===== config.mk =====
export PLATFORM = sky130hd
export DESIGN_NAME = ip_prefix_ban_table_flat
export DESIGN_NICKNAME = d
export VERILOG_FILES = /design/src/hdl/ipbt_pkg.sv /design/src/hdl/ipbt_if.sv /design/src/hdl/ip_prefix_ban_table.sv /design/src/flat_wrapper.sv
export SDC_FILE = /design/constraint.sdc
export NUM_CORES = 2
export LEC_CHECK = 0
export ABC_CLOCK_PERIOD_IN_PS = 32299
export BUFFER_PORTS_ARGS = -buffer_cell sky130_fd_sc_hd__clkbuf_2
export CAP_MARGIN = 25
export CORE_MARGIN = 5
export CORE_UTILIZATION = 40
export DETAILED_ROUTE_END_ITERATION = 7
export PLACE_DENSITY_LB_ADDON = 0.2
export RECOVER_POWER = 100
export SYNTH_ARGS = -nofsm -noshare
export SYNTH_HDL_FRONTEND = slang
export SYNTH_MEMORY_MAX_BITS = 65536
export SYNTH_SLANG_ARGS = --single-unit

===== constraint.sdc =====
create_clock -name clk_i -period 32.3 [get_ports clk_i]
set_input_delay 1.615 -clock clk_i [delete_from_list [all_inputs] [get_ports clk_i]]
set_output_delay 1.615 -clock clk_i [all_outputs]
set_load 0.02 [all_outputs]

===== src/hdl/ipbt_pkg.sv =====
// ----------------------------------------------------------------------------
// IP prefix ban table package
// Shared types, codes and a helper function of the prefix ban table.
// ----------------------------------------------------------------------------
package ipbt_pkg;

  localparam int unsigned TABLE_DEPTH = 64;
  localparam int unsigned IDX_W       = $clog2(TABLE_DEPTH);
  localparam int unsigned CNT_W       = 7;
  localparam int unsigned ADDR_W      = 32;
  localparam int unsigned PLEN_W      = 6;
  localparam int unsigned HITS_W      = 32;

  localparam logic [PLEN_W-1:0] MIN_PREFIX_RESET = 6'd16;
  localparam logic [PLEN_W-1:0] MAX_PREFIX       = 6'd32;
  localparam logic [CNT_W-1:0]  DEPTH_CNT        = CNT_W'(TABLE_DEPTH);

  typedef enum logic [1:0] {
    ACT_CHECK = 2'd0,
    ACT_ADD   = 2'd1,
    ACT_DEL   = 2'd2,
    ACT_CLEAR = 2'd3
  } action_e;

  typedef enum logic [1:0] {
    STAT_OK      = 2'd0,
    STAT_MISS    = 2'd1,
    STAT_INVALID = 2'd2,
    STAT_FULL    = 2'd3
  } status_e;

  typedef enum logic [1:0] {
    ST_IDLE,
    ST_SCAN,
    ST_SHIFT,
    ST_RESP
  } state_e;

  typedef struct packed {
    logic [ADDR_W-1:0] addr;
    logic [PLEN_W-1:0] prefix;
    logic [HITS_W-1:0] hits;
  } entry_t;

  // Network mask for a prefix length; lengths above 32 give a full mask.
  function automatic logic [ADDR_W-1:0] prefix_mask(input logic [PLEN_W-1:0] plen);
    logic [ADDR_W-1:0] mask;
    if (plen == '0) begin
      mask = '0;
    end else if (plen >= MAX_PREFIX) begin
      mask = '1;
    end else begin
      mask = ~({ADDR_W{1'b1}} >> plen);
    end
    return mask;
  endfunction

endpackage


===== src/hdl/ipbt_if.sv =====
// ----------------------------------------------------------------------------
// IP prefix ban table channels
// Request and response channels with a valid/ready handshake.
// ----------------------------------------------------------------------------
interface ipbt_req_if;
  logic        valid;
  logic        ready;
  logic [1:0]  action;
  logic [31:0] address;
  logic [5:0]  prefix_len;

  modport source (output valid, action, address, prefix_len, input ready);
  modport sink   (input valid, action, address, prefix_len, output ready);
endinterface

interface ipbt_rsp_if;
  logic        valid;
  logic        ready;
  logic        matched;
  logic [1:0]  status;
  logic [31:0] hit_count;
  logic [6:0]  entry_count;

  modport source (output valid, matched, status, hit_count, entry_count, input ready);
  modport sink   (input valid, matched, status, hit_count, entry_count, output ready);
endinterface


===== src/hdl/ip_prefix_ban_table.sv =====
// ----------------------------------------------------------------------------
// IP prefix ban table
// Ordered IPv4 prefix ban list with hit counters, held in one on-chip memory.
// ----------------------------------------------------------------------------
// The block handles one item at a time. The bans live in a single memory with
// one write port and one read port with registered read data, so every table
// walk runs at one entry per cycle. A check, add or delete scans the stored
// bans in insertion order, stopping early at the first hit. A delete that finds
// its ban then moves every later ban down by one. A rejected add or delete and
// a clear skip the walk. The result then moves into the output register; the
// response state waits while an older result there is still stalled, and the
// block then returns to idle to take the next item. A new item is taken as soon
// as the previous one has moved its result into the output register, even while
// that result still waits there. The minimum prefix length register is written
// through cfg_we_i and cfg_wdata_i and must only change while the block is idle.
// ----------------------------------------------------------------------------
module ip_prefix_ban_table (
  input  logic                 clk_i,
  input  logic                 rst_ni,
  ipbt_req_if.sink             req,
  ipbt_rsp_if.source           rsp,
  input  logic                 cfg_we_i,
  input  logic [ipbt_pkg::PLEN_W-1:0] cfg_wdata_i
);
  import ipbt_pkg::*;

  // Ban storage: address, prefix length and hit counter of each entry.
  entry_t mem [TABLE_DEPTH];
  entry_t mem_rdata_q;
  logic             mem_re;
  logic [IDX_W-1:0] mem_raddr;
  logic             mem_we;
  logic [IDX_W-1:0] mem_waddr;
  entry_t           mem_wdata;

  state_e state_q, state_d;
  logic [CNT_W-1:0]  count_q, count_d;
  logic [CNT_W-1:0]  rd_idx_q, rd_idx_d;
  logic              rd_vld_q, rd_vld_d;
  logic [IDX_W-1:0]  cmp_idx_q, cmp_idx_d;
  logic [PLEN_W-1:0] min_q;

  // The item being worked on.
  action_e           act_q, act_d;
  logic [ADDR_W-1:0] addr_q, addr_d;
  logic [PLEN_W-1:0] plen_q, plen_d;

  // Result waiting to move into the output register.
  logic              res_matched_q, res_matched_d;
  status_e           res_status_q, res_status_d;
  logic [HITS_W-1:0] res_hits_q, res_hits_d;

  // Output register.
  logic              out_valid_q, out_valid_d;
  logic              out_matched_q, out_matched_d;
  logic [1:0]        out_status_q, out_status_d;
  logic [HITS_W-1:0] out_hits_q, out_hits_d;
  logic [CNT_W-1:0]  out_count_q, out_count_d;

  logic              req_fire;
  logic              ban_ok;
  logic [ADDR_W-1:0] rd_mask;
  logic              hit;
  logic [HITS_W-1:0] hits_inc;

  assign req.ready = (state_q == ST_IDLE);
  assign req_fire  = req.valid && req.ready;

  // A ban is usable when the address is nonzero and the prefix length lies
  // between the configured minimum (and one) and 32.
  assign ban_ok = (req.address != '0) && (req.prefix_len != '0)
               && (req.prefix_len <= MAX_PREFIX) && (req.prefix_len >= min_q);

  // Compare the entry that just came out of the memory against the item.
  assign rd_mask  = prefix_mask(mem_rdata_q.prefix);
  assign hit      = rd_vld_q && ((act_q == ACT_CHECK)
                  ? ((addr_q & rd_mask) == (mem_rdata_q.addr & rd_mask))
                  : ((mem_rdata_q.addr == addr_q) && (mem_rdata_q.prefix == plen_q)));
  assign hits_inc = (mem_rdata_q.hits == '1) ? mem_rdata_q.hits : mem_rdata_q.hits + 1'b1;

  assign rsp.valid       = out_valid_q;
  assign rsp.matched     = out_matched_q;
  assign rsp.status      = out_status_q;
  assign rsp.hit_count   = out_hits_q;
  assign rsp.entry_count = out_count_q;

  always_ff @(posedge clk_i) begin
    if (mem_we) begin
      mem[mem_waddr] <= mem_wdata;
    end
    if (mem_re) begin
      mem_rdata_q <= mem[mem_raddr];
    end
  end

  always_ff @(posedge clk_i or negedge rst_ni) begin
    if (!rst_ni) begin
      state_q     <= ST_IDLE;
      count_q     <= '0;
      rd_vld_q    <= 1'b0;
      out_valid_q <= 1'b0;
      min_q       <= MIN_PREFIX_RESET;
    end else begin
      state_q     <= state_d;
      count_q     <= count_d;
      rd_vld_q    <= rd_vld_d;
      out_valid_q <= out_valid_d;
      if (cfg_we_i) begin
        min_q <= cfg_wdata_i;
      end
    end
  end

  always_ff @(posedge clk_i) begin
    rd_idx_q      <= rd_idx_d;
    cmp_idx_q     <= cmp_idx_d;
    act_q         <= act_d;
    addr_q        <= addr_d;
    plen_q        <= plen_d;
    res_matched_q <= res_matched_d;
    res_status_q  <= res_status_d;
    res_hits_q    <= res_hits_d;
    out_matched_q <= out_matched_d;
    out_status_q  <= out_status_d;
    out_hits_q    <= out_hits_d;
    out_count_q   <= out_count_d;
  end

  always_comb begin
    state_d       = state_q;
    count_d       = count_q;
    rd_idx_d      = rd_idx_q;
    rd_vld_d      = 1'b0;
    cmp_idx_d     = cmp_idx_q;
    act_d         = act_q;
    addr_d        = addr_q;
    plen_d        = plen_q;
    res_matched_d = res_matched_q;
    res_status_d  = res_status_q;
    res_hits_d    = res_hits_q;
    out_valid_d   = out_valid_q && !rsp.ready;
    out_matched_d = out_matched_q;
    out_status_d  = out_status_q;
    out_hits_d    = out_hits_q;
    out_count_d   = out_count_q;
    mem_re        = 1'b0;
    mem_raddr     = rd_idx_q[IDX_W-1:0];
    mem_we        = 1'b0;
    mem_waddr     = cmp_idx_q;
    mem_wdata     = mem_rdata_q;

    case (state_q)
      ST_IDLE: begin
        if (req_fire) begin
          act_d         = action_e'(req.action);
          addr_d        = req.address;
          plen_d        = req.prefix_len;
          rd_idx_d      = '0;
          res_matched_d = 1'b0;
          res_status_d  = STAT_OK;
          res_hits_d    = '0;
          case (action_e'(req.action))
            ACT_CHECK: begin
              state_d = ST_SCAN;
            end
            ACT_ADD, ACT_DEL: begin
              if (ban_ok) begin
                state_d = ST_SCAN;
              end else begin
                res_status_d = STAT_INVALID;
                state_d      = ST_RESP;
              end
            end
            default: begin
              count_d = '0;
              state_d = ST_RESP;
            end
          endcase
        end
      end

      ST_SCAN: begin
        if (hit) begin
          case (act_q)
            ACT_CHECK: begin
              mem_we        = 1'b1;
              mem_wdata     = '{addr: mem_rdata_q.addr, prefix: mem_rdata_q.prefix,
                                hits: hits_inc};
              res_matched_d = 1'b1;
              res_hits_d    = hits_inc;
              state_d       = ST_RESP;
            end
            ACT_DEL: begin
              // Restart the reads just past the ban to close the gap.
              rd_idx_d = {1'b0, cmp_idx_q} + 1'b1;
              state_d  = ST_SHIFT;
            end
            default: begin
              res_status_d = STAT_MISS;
              state_d      = ST_RESP;
            end
          endcase
        end else if (rd_idx_q < count_q) begin
          mem_re    = 1'b1;
          rd_vld_d  = 1'b1;
          cmp_idx_d = rd_idx_q[IDX_W-1:0];
          rd_idx_d  = rd_idx_q + 1'b1;
        end else if (!rd_vld_q) begin
          // Walk finished without a hit.
          state_d = ST_RESP;
          case (act_q)
            ACT_ADD: begin
              if (count_q >= DEPTH_CNT) begin
                res_status_d = STAT_FULL;
              end else begin
                mem_we    = 1'b1;
                mem_waddr = count_q[IDX_W-1:0];
                mem_wdata = '{addr: addr_q, prefix: plen_q, hits: '0};
                count_d   = count_q + 1'b1;
              end
            end
            ACT_DEL: begin
              res_status_d = STAT_MISS;
            end
            default: begin
              res_status_d = STAT_OK;
            end
          endcase
        end
      end

      ST_SHIFT: begin
        // Each entry read here is written one place lower in the following cycle.
        if (rd_vld_q) begin
          mem_we    = 1'b1;
          mem_waddr = cmp_idx_q - 1'b1;
        end
        if (rd_idx_q < count_q) begin
          mem_re    = 1'b1;
          rd_vld_d  = 1'b1;
          cmp_idx_d = rd_idx_q[IDX_W-1:0];
          rd_idx_d  = rd_idx_q + 1'b1;
        end else if (!rd_vld_q) begin
          count_d = count_q - 1'b1;
          state_d = ST_RESP;
        end
      end

      ST_RESP: begin
        if (!out_valid_q || rsp.ready) begin
          out_valid_d   = 1'b1;
          out_matched_d = res_matched_q;
          out_status_d  = res_status_q;
          out_hits_d    = res_hits_q;
          out_count_d   = count_q;
          state_d       = ST_IDLE;
        end
      end

      default: begin
        state_d = ST_IDLE;
      end
    endcase
  end

endmodule


===== src/flat_wrapper.sv =====
// flat-port wrapper written by rule: the top's interface ports become plain ports
module ip_prefix_ban_table_flat import ipbt_pkg::*;
  (clk_i, rst_ni, cfg_we_i, cfg_wdata_i, req_valid, req_action, req_address, req_prefix_len, req_ready, rsp_valid, rsp_matched, rsp_status, rsp_hit_count, rsp_entry_count, rsp_ready);
  ipbt_req_if req_i ();
  ipbt_rsp_if rsp_i ();
  input  logic clk_i;
  input  logic rst_ni;
  input  logic cfg_we_i;
  input  logic [ipbt_pkg::PLEN_W-1:0] cfg_wdata_i;
  input wire logic [$bits(req_i.valid)-1:0] req_valid;
  input wire logic [$bits(req_i.action)-1:0] req_action;
  input wire logic [$bits(req_i.address)-1:0] req_address;
  input wire logic [$bits(req_i.prefix_len)-1:0] req_prefix_len;
  output wire logic [$bits(req_i.ready)-1:0] req_ready;
  output wire logic [$bits(rsp_i.valid)-1:0] rsp_valid;
  output wire logic [$bits(rsp_i.matched)-1:0] rsp_matched;
  output wire logic [$bits(rsp_i.status)-1:0] rsp_status;
  output wire logic [$bits(rsp_i.hit_count)-1:0] rsp_hit_count;
  output wire logic [$bits(rsp_i.entry_count)-1:0] rsp_entry_count;
  input wire logic [$bits(rsp_i.ready)-1:0] rsp_ready;
  assign req_i.valid = req_valid;
  assign req_i.action = req_action;
  assign req_i.address = req_address;
  assign req_i.prefix_len = req_prefix_len;
  assign req_ready = req_i.ready;
  assign rsp_valid = rsp_i.valid;
  assign rsp_matched = rsp_i.matched;
  assign rsp_status = rsp_i.status;
  assign rsp_hit_count = rsp_i.hit_count;
  assign rsp_entry_count = rsp_i.entry_count;
  assign rsp_i.ready = rsp_ready;
  ip_prefix_ban_table u_core (.clk_i(clk_i), .rst_ni(rst_ni), .req(req_i), .rsp(rsp_i), .cfg_we_i(cfg_we_i), .cfg_wdata_i(cfg_wdata_i));
endmodule

=== Word-level counts from Yosys, hierarchy flattened ===
Memory sizes are Yosys's and may differ from the RTL's. A register that Yosys moved wholly into a read port is not among the register bits.
Index checks and enable logic that the tools add are counted.

* Memories kept: 1
* Input port bits: 51
* Word-level logic and storage cells: 169
* Output and inout bits: 44
* Register bits: 147
* Memory bits (writable): 4480

{| class="wikitable"
|+ Memory list
! name !! depth !! bits a word !! rd ports !! clocked after memory_dff !! write ports !! line !! source
|-
| u_core.mem || 64 || 70 || 1 || 1 || 1 || ip_prefix_ban_table.sv:28 || <nowiki>entry_t mem [TABLE_DEPTH];</nowiki>
|}

* Reductions and logical operators: 30
* Shifts and indexed selects: 1
* Equal/unequal tests: 28
* Bitwise logic cells: 3
* Add/subtract/negate cells: 6
* Mux-type cells: 78
* $lt $le $gt $ge: 5

{| class="wikitable"
|+ Operators by type and width
! kind !! count
|-
| 70-bit two-way mux || 6
|-
| 32-bit two-way mux || 7
|-
| 7-bit two-way mux || 13
|-
| 32-bit AND || 2
|-
| 32-bit == test || 2
|-
| 32-bit one-hot mux with 2 select lines || 1
|-
| 6-bit two-way mux || 8
|-
| 7-bit one-hot mux with 3 select lines || 2
|-
| 32-bit by 1-bit adder with 32-bit output (second input constant) || 1
|-
| 32-bit == test (second input constant) || 1
|-
| 32-bit inverter || 1
|-
| 32-bit nonzero test || 1
|-
| 32-bit by 6-bit >> shifter with 32-bit output (first input constant) || 1
|-
| 2-bit two-way mux || 14
|-
| 6-bit one-hot mux with 2 select lines || 2
|-
| 1-bit two-way mux || 18
|-
| 2-bit != test (second input constant) || 8
|-
| 7-bit by 1-bit adder with 7-bit output (second input constant) || 2
|-
| 2-bit one-hot mux with 2 select lines || 3
|-
| 10-bit AND reduction || 1
|-
| 3-bit != test (second input constant) || 3
|-
| 2-bit == test (second input constant) || 4
|-
| 2-bit by 1-bit != test with 1-bit output (second input constant) || 4
|-
| 2-bit one-hot mux with 4 select lines || 1
|-
| 27 further kinds || 45
|}

=== Longest topological paths before layout ===
* Word-level depth: 12
* Depth in mapped cells: 11
* Gate-level depth less buffers: 10

=== Worst setup path after synthesis ===
No wires, ideal clock.

* Path kind: register to register
* From: reg u_core.count_q[1]
* To: mem u_core.mem[18][0] in the netlist's numbering (enable)
* Data required time: 31.427 ns
* Data arrival time: 13.225 ns
* Path slack: 18.202 ns
* Library setup time: 0.873 ns
* Cell stages (with the launch flop): 10
* Period minus slack after synthesis: 14.098 ns
* Path buffers: 0
* Cell sequence: dfrtp_1 > inv_1 > ha_1 > nand2_1 > o21ai_0 > o211a_1 > o21ai_1 > a211oi_1 > nand2_1 > a2111oi_0

* Longest elaborated chain between the ends: 9
* Elaborated cells between the ends (all ways): 16
* Those cells by class: order compare (2); mux (14)

{| class="wikitable"
|+ RTL lines
! what !! line !! source
|-
| start, declared || ip_prefix_ban_table.sv:37 || <nowiki>logic [CNT_W-1:0] count_q, count_d;</nowiki>
|-
| start signal, assigned || ip_prefix_ban_table.sv:105 || <nowiki>count_q <= count_d;</nowiki>
|-
| 7-bit greater-or-equal comparator || ip_prefix_ban_table.sv:213 || <nowiki>if (count_q >= DEPTH_CNT) begin</nowiki>
|-
| 1-bit two-way mux || ip_prefix_ban_table.sv:213 ||
|-
| 1-bit two-way mux || ip_prefix_ban_table.sv:211 || <nowiki>case (act_q)</nowiki>
|-
| 1-bit two-way mux || ip_prefix_ban_table.sv:208 || <nowiki>end else if (!rd_vld_q) begin</nowiki>
|-
| 1-bit two-way mux || ip_prefix_ban_table.sv:203 || <nowiki>end else if (rd_idx_q < count_q) begin</nowiki>
|-
| 1-bit two-way mux || ip_prefix_ban_table.sv:183 || <nowiki>if (hit) begin</nowiki>
|-
| 1-bit one-hot mux with 2 select lines || ip_prefix_ban_table.sv:152 || <nowiki>case (state_q)</nowiki>
|-
| 1-bit two-way mux || ip_prefix_ban_table.sv:88 || <nowiki>if (mem_we) begin</nowiki>
|-
| 1-bit two-way mux (not written as such) || ip_prefix_ban_table.sv:89 || <nowiki>mem[mem_waddr] <= mem_wdata;</nowiki>
|-
| end, declared || ip_prefix_ban_table.sv:28 ||
|}

Parallel ways exist; a longest one is shown, timed or not.

=== Worst setup path after layout ===
* From: reg u_core.rd_idx_q[0]
* To: reg u_core.mem_rdata_q[64] (netlist name)

* Longest elaborated chain between the ends: 4

{| class="wikitable"
|+ RTL lines
! what !! line !! source
|-
| start, declared || ip_prefix_ban_table.sv:38 || <nowiki>logic [CNT_W-1:0] rd_idx_q, rd_idx_d;</nowiki>
|-
| start signal, assigned || ip_prefix_ban_table.sv:115 || <nowiki>rd_idx_q <= rd_idx_d;</nowiki>
|-
| 7-bit less-than comparator || ip_prefix_ban_table.sv:203, ip_prefix_ban_table.sv:238 ||
|-
| 1-bit two-way mux || ip_prefix_ban_table.sv:203, ip_prefix_ban_table.sv:238 ||
|-
| 1-bit two-way mux || ip_prefix_ban_table.sv:183 ||
|-
| 1-bit one-hot mux with 2 select lines || ip_prefix_ban_table.sv:152 ||
|}

Parallel ways exist; a longest one is shown, timed or not.
A chain may end at the register's enable or synchronous reset.

==> impl_metrics.yaml <==
run_status:
  status: "finished, violations left"
  violations: "max-capacitance violations, max-slew violations"
flow_run:
  drv_cap: 265
routing:
  vias: 86000
  wirelength_mm: 526
  final_antenna_net_count: 0
  drt_iter0_drc: 11700
  remaining_drc_errors: 0
  drt_pass1_iterations: 5
  drt-wirelength-per-cell_um: 36.9
  vias_per_cell: 6.03
die:
  core-area_sq_um: 450000
  ioPinCount: 95
  initial_core_util_pct: 40.2
  dieWidth_um: 682
  die_y_um: 682
  rows: 246
  die_area_sq_um: 465000
synthesis:
  synth_seq_cells: 4697
  synth_cell_types: 70
  yosys_warnings: 0
  synth_xor_area_share_pct: 0.368
  synth_cells: 7386
  synth_enable_flop_cells: 4680
  syn-num-nets: 7468
  syn-mean-instance-area_sq_um: 24.5
  synth-seq-area-share_pct: 78.0
  ys.flop_type: "edfxtp_1"
  async_reset_ff_share_pct: 0.362
  synth_area_sq_um: 181000
  synth_compound_area_share_pct: 0.849
  yosys.area_share.simple_pct: 1.20
  synth_adder_area_share_pct: 0.219
  synthMuxAreaShare_pct: 18.4
  synth_top_family_by_area: "multiplexers"
timing:
  worst_slack_ps: 14680
  rsz0062_at_grt: "no"
  fin_skew_ps: 85.8
  fmax_mhz: 56.8
  maxSlewViolCount: 9513
  setup_viol: 0
  worstMarginPinSlew_ps: 8870
  fin_crit_ps: 17620
  finalCritPeriodShare_pct: 54.5
  fin_setup_tns_ps: 0
  hold_viol: 0
  slew_headroom_pct: -492
critical_path:
  path_cells: "clkbuf_1, clkbuf_1, clkbuf_1, clkbuf_1, buf_4, mux4_2, mux4_2, mux4_2"
  rr_endpoint: "u_core.mem_rdata_q[64]"
  path_common_cell: "clkbuf_1"
  start_kind: "register"
  critPathSlowestCell: "clkbuf_1"
  cp.required_ps: 32960
  cp_max_fo: 95
  r2r-start: "u_core.rd_idx_q[0]"
  r2r_slack_ps: 14680
  cp_top_family: "buffers and inverters"
  cpPeakStageDelay_ps: 6160
  endpoint_kind: "register"
  critical_path_buf_inv_count: 5
  worstSetupPathType: "reg -> reg"
  reg2reg_depth: 8
  worstPathArrival_ps: 18270
  crit_start: "u_core.rd_idx_q[0]"
placement:
  port-buffer-count: 94
  dp_slack_ps: 24380
  gp_congestion: 0.830
  dp_hpwl_mm: 284
cts:
  clk_pin_slew_ps: 70
  insertion_delay_ps: 1010
  htree_levels: 5
  cts_sinks: 4697
  cts_buffers: 464
  cts_tree: "built"
  holdBufCountCts: 0
  cts_root_buf: "clkbuf_16"
  clockBufferDepth: 4
  ctsResizeCount: 0
  cts_setup_buffers: 0
worst_hold_path:
  hold_end: "u_core.rsp.hit_count[6]"
  hp-class: "reg -> reg"
  min_from: "u_core.res_hits_q[6]"
  holdPathStages: 0
global_route:
  gr-total-overflow: 0
  grtUsageTotal_pct: 22.4
  antenna_found_initial: 32
  grt_max_degree: 138
  grt_pass1_vias: 86500
  grt_pass1_wl_mm: 723
finish:
  final_nets: 7986
  drive_gt1_share_pct: 27.0
  final_core_util_pct: 45.4
  fillCellCount: 37200
  syn_to_final_growth_pct: 13.0
power_and_ir_drop:
  ir_drop_mv: 0.0496
  p_leak_uw: 0.0449
  powerDensity_nw_per_um2: 58.8
worst max-delay path by stage:
stage | end | slack, ps | cells past startpoint
final | u_core.mem_rdata_q[64] | 14680 | 8
after global routing | u_core.mem_rdata_q[64] | 12030 | 8
after CTS | u_core.mem_rdata_q[43] | 24360 | 10
after detailed placement | u_core.mem_rdata_q[43] | 24380 | 10
after global placement | u_core.mem_rdata_q[43] | 24330 | 10
after floorplan | u_core.mem[18][0] | 18200 | 9
cells in the mapped netlist, types with 7 or more instances:
cell / instances / area, sq um
xnor2_1: 30 / 263
nor4_1: 18 / 113
mux2i_1: 18 / 180
buf_2: 65 / 325
o2bb2ai_1: 19 / 166
o21ai_0: 37 / 185
o31ai_1: 12 / 90.1
clkbuf_1: 281 / 1050
ha_1: 30 / 375
nand4_1: 21 / 131
buf_1: 41 / 154
mux4_2: 1470 / 33100
a2111oi_0: 10 / 87.6
nand2_1: 185 / 694
xor2_1: 46 / 403
nor2_1: 65 / 244
nand3_1: 36 / 180
and3_1: 7 / 43.8
a22o_1: 14 / 123
nor3_1: 82 / 410
edfxtp_1: 4680 / 141000
inv_1: 29 / 109
a21oi_1: 34 / 170
a21o_1: 8 / 60.1
or3_1: 13 / 81.3
dfrtp_1: 16 / 400
or4_1: 8 / 60.1
power by group:
part | switching [uW] | leakage [uW] | internal, uW | total (uW)
registers | 0.223 | 0.0277 | 6600 | 6600
logic | 8.46 | 0.00984 | 3.76 | 12.2
clock network | 2320 | 0.00737 | 3090 | 5400
total | 2320 | 0.0449 | 9690 | 12000
kinds of logic after synthesis:
| group | Yosys count |
|---|---|
| AO/OA/AOI/OAI | 207 |
| buffers and inverters | 424 |
| multiplexers | 1489 |
| XOR/XNOR | 76 |
| AND/OR/NAND/NOR | 462 |
| adder cells (fa/ha/maj) | 31 |
| flip-flops | 4697 |
area by class of cell:
class / count / area, sq um / share of cell area [%]
diodes: 4 / 10.0 / 0.00490
clock buffers: 558 / 12100 / 5.91
clock inverters: 300 / 3090 / 1.51
inverters: 31 / 116 / 0.0570
multi-input cells: 2265 / 38400 / 18.8
flip-flops and latches: 4697 / 141000 / 69.0
well taps: 5952 / 7450 / 3.65
repair buffers: 445 / 2080 / 1.02
sequential cells by signal, indices dropped and copies added (netlist names):
signal / flops
u_core.rsp.entry_count: 7
u_core.rsp.hit_count: 32
u_core.rsp.matched: 1
u_core.rsp.status: 2
u_core.mem_rdata_q: 70
u_core.act_q: 2
u_core.rd_idx_q: 7
u_core.rd_vld_q: 1
u_core.res_hits_q: 32
u_core.mem: 4480
u_core.state_q: 2
u_core.min_q: 6
u_core.count_q: 7
u_core.res_matched_q: 1
u_core.cmp_idx_q: 6
u_core.res_status_q: 2
u_core.plen_q: 6
u_core.rsp.valid: 1
u_core.addr_q: 32
placed cells by master, fill, tap and decap left out, types with 30 or more instances in the layout:
master     count
edfxtp_1    4680
mux4_2      1470
clkbuf_16    466
clkbuf_1     458
nand2_1      184
clkinv_1     115
clkinv_2      82
nor3_1        81
nor2_1        62
buf_4         55
bufinv_16     53
xor2_1        46
o21ai_0       40
nand3_1       36
a21oi_1       34
xnor2_1       30
ha_1          30
routing by layer:
| metal | vias to the layer above | routed length, um | track usage, % |
|---|---|---|---|
| li1 | 33200 | - | - |
| met1 | 47900 | 210000 | 31.5 |
| met2 | 4018 | 255000 | 36.3 |
| met3 | 902 | 40200 | 3.15 |
| met4 | 6 | 20500 | 7.08 |
| met5 | - | 39 | 0 |
through the flow:
stage	instance area, sq um	hold WS (ps)	std cells	total power, uW
finish	204000	418	14300	12000
global route	204000	423	14300	12400
CTS	206000	419	14200	12100
detailed placement	191000	405	13400	6740
global placement	190000	407	13400	6740
floorplan	181000	400	7386	6730
(Power assumes the default switching activity.)
